[src/sv/erdt_pkg.sv]
`default_nettype none
package erdt_pkg;

	// Seen-bit table geometry: rows of eight bits, one row per memory word.
	localparam int TableBytes = 128;
	localparam int RowW       = $clog2(TableBytes);
	localparam int BitW       = 3;
	localparam int PosW       = RowW + BitW;

	localparam int unsigned MinIcmpBytes = 8;

	localparam logic [7:0]  TypeEchoReply   = 8'd0;
	localparam logic [7:0]  TypeEchoRequest = 8'd8;
	localparam logic [7:0]  ProtoIcmp       = 8'd1;
	localparam logic [31:0] CountMax        = 32'hFFFF_FFFF;

	typedef enum logic [2:0] {
		V_SENT         = 3'd0,
		V_RESPONSE     = 3'd1,
		V_DUPLICATE    = 3'd2,
		V_ERROR_FOR_US = 3'd3,
		V_IGNORED      = 3'd4,
		V_TOO_SHORT    = 3'd5
	} verdict_t;

	typedef enum logic {
		REG_OWN_IDENT    = 1'b0,
		REG_DEST_ADDRESS = 1'b1
	} reg_index_t;

	typedef enum logic {
		ST_IDLE = 1'b0,
		ST_RMW  = 1'b1
	} state_t;

	function automatic logic [31:0] sat_inc(input logic [31:0] v);
		return (v == CountMax) ? v : v + 32'd1;
	endfunction

endpackage
`default_nettype wire

[src/sv/erdt_ram.sv]
`default_nettype none
module erdt_ram #(
	parameter int WIDTH = 8,
	parameter int DEPTH = 128,
	parameter int AW    = $clog2(DEPTH)
) (
	input  wire logic             clk,
	input  wire logic             wr_en,
	input  wire logic [AW-1:0]    wr_addr,
	input  wire logic [WIDTH-1:0] wr_data,
	input  wire logic             rd_en,
	input  wire logic [AW-1:0]    rd_addr,
	output logic      [WIDTH-1:0] rd_data
);

	logic [WIDTH-1:0] mem [DEPTH];

	always_ff @(posedge clk) begin
		if (wr_en) begin
			mem[wr_addr] <= wr_data;
		end
		if (rd_en) begin
			rd_data <= mem[rd_addr];
		end
	end

endmodule
`default_nettype wire

[src/sv/echo_reply_duplicate_tracker.sv]
// Echo reply duplicate tracker: bookkeeping for an ICMP echo session.
// A transaction accepted in idle has its seen-bit row read; the result is decided
// in the read-modify-write state, registered and put on the ports, marked by done.
// A new transaction is taken only in idle, not during the read-modify-write
// of one seen-bit row in the single-port-per-direction table memory.
// Reset clears counters, registers and row valid bits at once; the receiver cannot stall.
`default_nettype none
module echo_reply_duplicate_tracker
	import erdt_pkg::*;
(
	input  wire logic        clk,
	input  wire logic        arst_n,
	// Command channel.
	input  wire logic        start,
	output logic             busy,
	input  wire logic        cmd,
	input  wire logic [3:0]  ip_header_words,
	input  wire logic [15:0] packet_length,
	input  wire logic [7:0]  msg_type,
	input  wire logic [15:0] msg_ident,
	input  wire logic [15:0] msg_seq,
	input  wire logic [31:0] inner_dest,
	input  wire logic [7:0]  inner_proto,
	input  wire logic [7:0]  inner_type,
	input  wire logic [15:0] inner_ident,
	// Configuration write channel.
	input  wire logic        cfg_valid,
	output logic             cfg_ready,
	input  wire logic        cfg_index,
	input  wire logic [31:0] cfg_data,
	// Result channel.
	output logic             done,
	output logic [2:0]       verdict,
	output logic [15:0]      sent_seq,
	output logic [31:0]      sent_count,
	output logic [31:0]      recv_count,
	output logic [31:0]      dup_count
);

	// Configuration registers. The port is always ready; the user must write only while
	// the block is idle (the block does not enforce it), so no datapath interlock is needed.
	logic [15:0] own_ident_q;
	logic [31:0] dest_address_q;

	assign cfg_ready = 1'b1;

	always_ff @(posedge clk or negedge arst_n) begin
		if (!arst_n) begin
			own_ident_q    <= '0;
			dest_address_q <= '0;
		end else if (cfg_valid) begin
			unique case (reg_index_t'(cfg_index))
				REG_OWN_IDENT:    own_ident_q    <= cfg_data[15:0];
				REG_DEST_ADDRESS: dest_address_q <= cfg_data;
				default:          ;
			endcase
		end
	end

	// Control state machine. In idle a transaction is accepted and the row
	// holding its seen bit is read; in the read-modify-write cycle the row
	// data has arrived, the verdict is decided and the row is written back.
	state_t state_q, state_d;
	logic   accept;
	logic   rd_en;

	always_ff @(posedge clk or negedge arst_n) begin
		if (!arst_n) begin
			state_q <= ST_IDLE;
		end else begin
			state_q <= state_d;
		end
	end

	always_comb begin
		state_d = state_q;
		busy    = 1'b1;
		rd_en   = 1'b0;
		unique case (state_q)
			ST_IDLE: begin
				busy  = 1'b0;
				rd_en = start;
				if (start) begin
					state_d = ST_RMW;
				end
			end
			ST_RMW: begin
				state_d = ST_IDLE;
			end
			default: state_d = ST_IDLE;
		endcase
	end

	assign accept = start && !busy;

	// Counters. They are the count outputs directly: they change only at the
	// end of the read-modify-write cycle, so they are stable while done is up.
	logic [31:0] send_counter_q, send_counter_d;
	logic [31:0] reply_counter_q, reply_counter_d;
	logic [31:0] dup_counter_q, dup_counter_d;

	// The table position is the sequence number modulo the table size, which
	// is a power of two, so it is simply the low bits. A send uses the send
	// count, a receive uses the received sequence number.
	logic [PosW-1:0] pos_in;

	assign pos_in = cmd ? msg_seq[PosW-1:0] : send_counter_q[PosW-1:0];

	// Captured transaction fields.
	logic            cmd_q;
	logic [3:0]      hwords_q;
	logic [15:0]     plen_q;
	logic [7:0]      mtype_q;
	logic [15:0]     mident_q;
	logic [31:0]     idest_q;
	logic [7:0]      iproto_q;
	logic [7:0]      itype_q;
	logic [15:0]     iident_q;
	logic [RowW-1:0] row_q;
	logic [BitW-1:0] bit_q;

	always_ff @(posedge clk) begin
		if (accept) begin
			cmd_q    <= cmd;
			hwords_q <= ip_header_words;
			plen_q   <= packet_length;
			mtype_q  <= msg_type;
			mident_q <= msg_ident;
			idest_q  <= inner_dest;
			iproto_q <= inner_proto;
			itype_q  <= inner_type;
			iident_q <= inner_ident;
			row_q    <= pos_in[PosW-1:BitW];
			bit_q    <= pos_in[BitW-1:0];
		end
	end

	// Seen-bit table. A row that has never been written since reset has its
	// valid bit low and reads as all zero, which stands in for clearing the
	// memory after reset.
	logic [TableBytes-1:0] row_valid_q;
	logic [7:0]            rd_data;
	logic [7:0]            row_data;
	logic [7:0]            wr_data;
	logic                  wr_en;

	erdt_ram #(
		.WIDTH (8),
		.DEPTH (TableBytes)
	) u_seen_ram (
		.clk     (clk),
		.wr_en   (wr_en),
		.wr_addr (row_q),
		.wr_data (wr_data),
		.rd_en   (rd_en),
		.rd_addr (pos_in[PosW-1:BitW]),
		.rd_data (rd_data)
	);

	assign row_data = row_valid_q[row_q] ? rd_data : 8'd0;

	// Classification and update of the transaction in the read-modify-write
	// cycle. Only a send (clear the bit) or a new response (set the bit)
	// writes the row back; every other outcome leaves the table unchanged.
	logic        in_rmw;
	logic [16:0] min_len;
	logic        too_short;
	logic        ours;
	verdict_t    verdict_d;
	logic [15:0] seq_d;

	assign in_rmw    = (state_q == ST_RMW);
	assign min_len   = 17'({hwords_q, 2'b00}) + 17'(MinIcmpBytes);
	assign too_short = {1'b0, plen_q} < min_len;
	assign ours      = (idest_q == dest_address_q) && (iproto_q == ProtoIcmp) &&
	                   (itype_q == TypeEchoRequest) && (iident_q == own_ident_q);

	always_comb begin
		verdict_d       = V_IGNORED;
		seq_d           = 16'd0;
		wr_en           = 1'b0;
		wr_data         = row_data;
		send_counter_d  = send_counter_q;
		reply_counter_d = reply_counter_q;
		dup_counter_d   = dup_counter_q;
		if (!cmd_q) begin
			// A saturated send count keeps reusing its own table bit.
			verdict_d      = V_SENT;
			seq_d          = send_counter_q[15:0];
			wr_data[bit_q] = 1'b0;
			wr_en          = in_rmw;
			send_counter_d = sat_inc(send_counter_q);
		end else if (too_short) begin
			verdict_d = V_TOO_SHORT;
		end else if (mtype_q == TypeEchoReply) begin
			if (mident_q != own_ident_q) begin
				verdict_d = V_IGNORED;
			end else if (row_data[bit_q]) begin
				verdict_d     = V_DUPLICATE;
				dup_counter_d = sat_inc(dup_counter_q);
			end else begin
				verdict_d       = V_RESPONSE;
				wr_data[bit_q]  = 1'b1;
				wr_en           = in_rmw;
				reply_counter_d = sat_inc(reply_counter_q);
			end
		end else if (mtype_q == TypeEchoRequest) begin
			verdict_d = V_IGNORED;
		end else begin
			verdict_d = ours ? V_ERROR_FOR_US : V_IGNORED;
		end
	end

	// Counter, row valid and result strobe registers.
	always_ff @(posedge clk or negedge arst_n) begin
		if (!arst_n) begin
			send_counter_q  <= '0;
			reply_counter_q <= '0;
			dup_counter_q   <= '0;
			row_valid_q     <= '0;
			done            <= 1'b0;
		end else begin
			done <= in_rmw;
			if (in_rmw) begin
				send_counter_q  <= send_counter_d;
				reply_counter_q <= reply_counter_d;
				dup_counter_q   <= dup_counter_d;
			end
			if (wr_en) begin
				row_valid_q[row_q] <= 1'b1;
			end
		end
	end

	// Result payload registers; they hold until the next transaction.
	logic [2:0]  verdict_q;
	logic [15:0] sent_seq_q;

	always_ff @(posedge clk) begin
		if (in_rmw) begin
			verdict_q  <= verdict_d;
			sent_seq_q <= seq_d;
		end
	end

	assign verdict    = verdict_q;
	assign sent_seq   = sent_seq_q;
	assign sent_count = send_counter_q;
	assign recv_count = reply_counter_q;
	assign dup_count  = dup_counter_q;

endmodule
`default_nettype wire

[config.mk]
export PLATFORM = sky130hd
export DESIGN_NAME = echo_reply_duplicate_tracker
export DESIGN_NICKNAME = d
export VERILOG_FILES = /design/src/sv/erdt_pkg.sv /design/src/sv/erdt_ram.sv /design/src/sv/echo_reply_duplicate_tracker.sv
export SDC_FILE = /design/constraint.sdc
export NUM_CORES = 2
export LEC_CHECK = 0
export ABC_AREA = 1
export BUFFER_PORTS_ARGS = -buffer_cell sky130_fd_sc_hd__clkbuf_2
export CORE_MARGIN = 5
export CORE_UTILIZATION = 56
export DETAILED_ROUTE_END_ITERATION = 10
export GPL_TIMING_DRIVEN = 0
export HOLD_SLACK_MARGIN = 0.08
export PLACE_DENSITY = 0.81
export SETUP_SLACK_MARGIN = 0.02
export SLEW_MARGIN = 5
export SYNTH_ARGS = -nofsm -noshare
export SYNTH_HDL_FRONTEND = slang
export SYNTH_HIERARCHICAL = 1
export SYNTH_SLANG_ARGS = --single-unit
[constraint.sdc]
create_clock -name clk -period 8.8 [get_ports clk]
set_input_delay 1.32 -clock clk [delete_from_list [all_inputs] [get_ports clk]]
set_output_delay 1.32 -clock clk [all_outputs]
set_load 0.03 [all_outputs]
==> flow_summary.rst <==
.. list-table::
   :header-rows: 1

   * - Metric
     - Value
   * - Run status
     - complete, no violations
   * - Buffer levels on the longest clock path
     - 3
   * - Post-CTS setup-driven buffer insertion count
     - 0
   * - Final critical-path share of the clock period
     - 0.7270
   * - Total global routing overflow
     - 0
   * - Leakage power figure
     - 0.02864 uW
   * - Class of the tightest hold or removal check
     - reg2reg
   * - Reg2Reg Capture Point
     - u_seen_ram/mem[57][6]
   * - YS warnings
     - 6
   * - Number of resized instances in the post-cts repair step
     - 0
   * - Final-stage net count
     - 6583
   * - Cell at the root of the clock tree
     - sky130_fd_sc_hd__clkbuf_16
   * - Worst IR Drop VDD
     - 0.2164 mV
   * - Core box area
     - 110400 um^2
   * - Crit path DAT
     - 6.77 ns
   * - Synthesized net count
     - 6124
   * - 1st-pass router iterations
     - 9
   * - Tightest Pin Transition
     - 1.315 ns
   * - Sequential element share of the synthesized area
     - 0.6751
   * - RSZ-0062 raised after global routing
     - false
   * - Htree depth
     - 4
   * - Half-perimeter wire length after placement
     - 138.2 mm
   * - Antenna violations before repair
     - 4
   * - Gpl congestion
     - 0.9978
   * - CP startpoint kind
     - register
   * - Largest fanout of any net on the critical path
     - 11
   * - Average footprint of a synthesized cell
     - 10.43 um^2
   * - Reg2Reg Depth
     - 21
   * - Count of flip-flops with a built-in enable after synthesis
     - 1168
   * - Cell variety after synth
     - 40
   * - Number of max-cap violations
     - 0
   * - Cell area reported after detailed placement
     - 66270 um^2
   * - Die area
     - 117700 um^2
   * - Crit path required time
     - 9.17 ns
   * - Die height
     - 343.0 um
   * - Category of the critical setup timing path
     - reg2reg
   * - TritonCTS sink count
     - 1442
   * - Starting Density
     - 0.5628
   * - Final total power
     - 16630 uW
   * - TritonCTS buffer count
     - 150
   * - Hold Path Cell Cnt
     - 2
   * - Synthesized area
     - 62110 um^2
   * - Row cnt
     - 122
   * - Kind of end point of the critical path
     - register
   * - Routed wire per std cell
     - 24.47 um
   * - Dominant synthesized flop cell
     - sky130_fd_sc_hd__edfxtp_1
   * - Share of synthesized flip-flops with an asynchronous set or reset
     - 0.1900
   * - Final setup skew
     - 0.04901 ns
   * - Area growth from synthesis to final layout
     - 14.49%
   * - Reg-to-reg setup timing slack
     - 2.40 ns
   * - Number of global-route vias before repair
     - 46280
   * - Iter 0 DRT Violations
     - 7514
   * - Share of final-layout standard cells stronger than drive strength 1
     - 0.1222
   * - Pin count of the biggest net entering global routing
     - 97
   * - Worst-skew pair later-pin latency
     - 0.78 ns
   * - Post-detailed-route count of antenna-violating nets
     - 0
   * - Routed wire length
     - 196.4 mm
   * - Final hold viol count
     - 0
   * - Highest Clock Rate
     - 156.3 MHz
   * - Clk pin slew, worst setup/hold paths
     - 0.06 ns
   * - Global-route wire length before repair
     - 286.8 mm
   * - Hold bufs inserted after CTS
     - 0
   * - Post-Syn Instances
     - 5954
   * - Launching element of the worst setup path
     - row_q[2]
   * - I/O Buffers
     - 270
   * - # DRC
     - 0
   * - Final-report setup violation count
     - 0
   * - Power density relative to cell area
     - 233.9 nW/um^2
   * - Vias/cell
     - 6.049
   * - Chip Width
     - 343.0 um
   * - GRT Util Overall
     - 0.3272
   * - Area of all placed cells without fillers
     - 71110 um^2
   * - CTS tree
     - built
   * - Start of the worst register-to-register path
     - row_q[2]
   * - Top-Level Pins
     - 280
   * - Total number of vias
     - 48570
   * - Final period demand of the worst path
     - 6.397 ns
   * - Critical path destination
     - u_seen_ram/mem[57][6]
   * - Flop and latch count out of synthesis
     - 1442
   * - Slew Viols, Final
     - 0
   * - Headroom to the max-slew limit
     - 0.1141
## synthesized netlist by cell type, types with 2 or more instances
master	instances	share of area
sky130_fd_sc_hd__a21oi_1	4	0.00032
sky130_fd_sc_hd__buf_1	18	0.0011
sky130_fd_sc_hd__buf_2	137	0.011
sky130_fd_sc_hd__buf_4	64	0.0077
sky130_fd_sc_hd__buf_6	23	0.0042
sky130_fd_sc_hd__clkbuf_1	61	0.0037
sky130_fd_sc_hd__dfrtp_1	274	0.11
sky130_fd_sc_hd__edfxtp_1	1168	0.56
sky130_fd_sc_hd__ha_1	8	0.0016
sky130_fd_sc_hd__inv_1	290	0.018
sky130_fd_sc_hd__inv_2	6	0.00036
sky130_fd_sc_hd__mux2_2	15	0.0027
sky130_fd_sc_hd__nand2_1	2062	0.12
sky130_fd_sc_hd__nand2_2	2	0.00020
sky130_fd_sc_hd__nand3_1	1007	0.081
sky130_fd_sc_hd__nand3b_1	4	0.00048
sky130_fd_sc_hd__nand4_1	56	0.0056
sky130_fd_sc_hd__nor2_1	409	0.025
sky130_fd_sc_hd__nor2_2	5	0.00050
sky130_fd_sc_hd__nor3_1	53	0.0043
sky130_fd_sc_hd__nor4_1	30	0.0030
sky130_fd_sc_hd__o211ai_1	2	0.00024
sky130_fd_sc_hd__o21ai_0	86	0.0069
sky130_fd_sc_hd__o21ai_1	12	0.00097
sky130_fd_sc_hd__o21ai_2	2	0.00028
sky130_fd_sc_hd__or2_2	12	0.0012
sky130_fd_sc_hd__xnor2_1	56	0.0079
sky130_fd_sc_hd__xor2_1	76	0.011
## per-layer routing
layer / track usage / vias to the layer above / routed length [um]
met5: 0 / - / 58
met4: 0.1565 / 4 / 11050
met3: 0.09396 / 708 / 28760
met2: 0.4999 / 3794 / 87360
met1: 0.4365 / 23060 / 69210
li1: - / 21000 / -
## how the worst min path moves through the flow
stage,from,to
4_1_cts,row_valid_q[43],row_valid_q[43]
6_report,row_valid_q[43],row_valid_q[43]
3_3_place_gp,row_valid_q[8],row_valid_q[8]
5_1_grt,row_valid_q[57],row_valid_q[57]
2_1_floorplan,row_valid_q[0],row_valid_q[0]
3_5_place_dp,row_valid_q[57],row_valid_q[57]
## state kept, by name, indices dropped and copies added (netlist names), 32 cells and up
register and cells:
u_seen_ram/mem 1024, row_valid_q 128, dest_address_q 32, dup_count 32
idest_q 32, recv_count 32, sent_count 32
## stage by stage
step | utilization | hold WS [ns] | TNS (ns) | instances | setup WS (ns)
floorplan | - | 0.4181 | 0 | 5954 | 0.3224
global placement | 0.5919 | 0.4289 | -8308.43 | 7712 | -9.129
detailed placement | 0.6005 | 0.4359 | 0 | 7749 | 2.764
CTS | 0.6443 | 0.4505 | 0 | 8027 | 2.719
global route | 0.6444 | 0.4576 | 0 | 8028 | 2.319
finish | 0.6444 | 0.4485 | 0 | 8028 | 2.403
## worst max-delay path, cell delays in order (launching register included)
cell                       delay, ns
sky130_fd_sc_hd__edfxtp_1       0.72
sky130_fd_sc_hd__buf_2          0.39
sky130_fd_sc_hd__nor2_2         0.19
sky130_fd_sc_hd__nand3_1        0.12
sky130_fd_sc_hd__nand2_1        0.05
sky130_fd_sc_hd__nor2_1         0.22
sky130_fd_sc_hd__nor2_1         0.06
sky130_fd_sc_hd__nor2_1         0.10
sky130_fd_sc_hd__nand2_1        0.06
sky130_fd_sc_hd__nand2_1        0.10
sky130_fd_sc_hd__nand4_4        0.21
sky130_fd_sc_hd__buf_6          0.21
sky130_fd_sc_hd__nand3_1        0.07
sky130_fd_sc_hd__nand2_1        0.07
sky130_fd_sc_hd__nor2_2         0.12
sky130_fd_sc_hd__nand2_2        0.13
sky130_fd_sc_hd__o21ai_2        0.30
sky130_fd_sc_hd__buf_2          0.35
sky130_fd_sc_hd__clkbuf_1       0.40
sky130_fd_sc_hd__nand2_1        0.38
sky130_fd_sc_hd__clkbuf_1       0.56
sky130_fd_sc_hd__nor2_1         1.16
## cells in the final DEF, fill, tap and decap left out, drive strengths merged
master,Yosys,layout
a21boi,1,1
a21oi,4,4
and3,1,1
buf,242,279
bufinv,0,9
clkbuf,61,519
clkinv,1,67
clkinvlp,0,7
conb,1,1
dfrtp,274,274
diode,0,1
edfxtp,1168,1168
ha,8,8
inv,297,305
mux2,15,15
nand2,2064,2064
nand3,1008,1008
nand3b,4,4
nand4,57,57
nor2,415,415
nor3,53,53
nor3b,1,1
nor4,30,30
o211ai,2,2
o21a,1,1
o21ai,100,100
o311ai,1,1
or2,12,12
or4,1,1
xnor2,56,56
xor2,76,76
## report_power, final
group | internal [uW] | switching (uW)
logic | 739 | 1960
registers | 7590 | 92.7
clock network | 3590 | 2660
total | 11900 | 4710
## cell type report
class	instances	area, um^2
clock inverters	90	725.7
flip-flops and latches	1442	41930
plain buffers	303	1722
well taps	1488	1862
repair buffers	307	2198
diodes	1	2.502
clock buffers	188	4116
multi-input cells	3911	17430
fillers	8135	39250
inverters	298	1126
## kinds of logic (layout without fill, tap and decap cells)
family / after synthesis / in the layout / share of synthesized area
simple gates: 3646 / 3646 / 0.2469
compound gates: 109 / 109 / 0.009125
other cells: 1 / 2 / 0.00006037
flops: 1442 / 1442 / 0.6751
fa+ha+maj: 8 / 8 / 0.001612
xor+xnor: 132 / 132 / 0.01861
buf+inv: 601 / 1186 / 0.04585
mux: 15 / 15 / 0.002719
No activity file was read; power rests on OpenSTA's default activity.
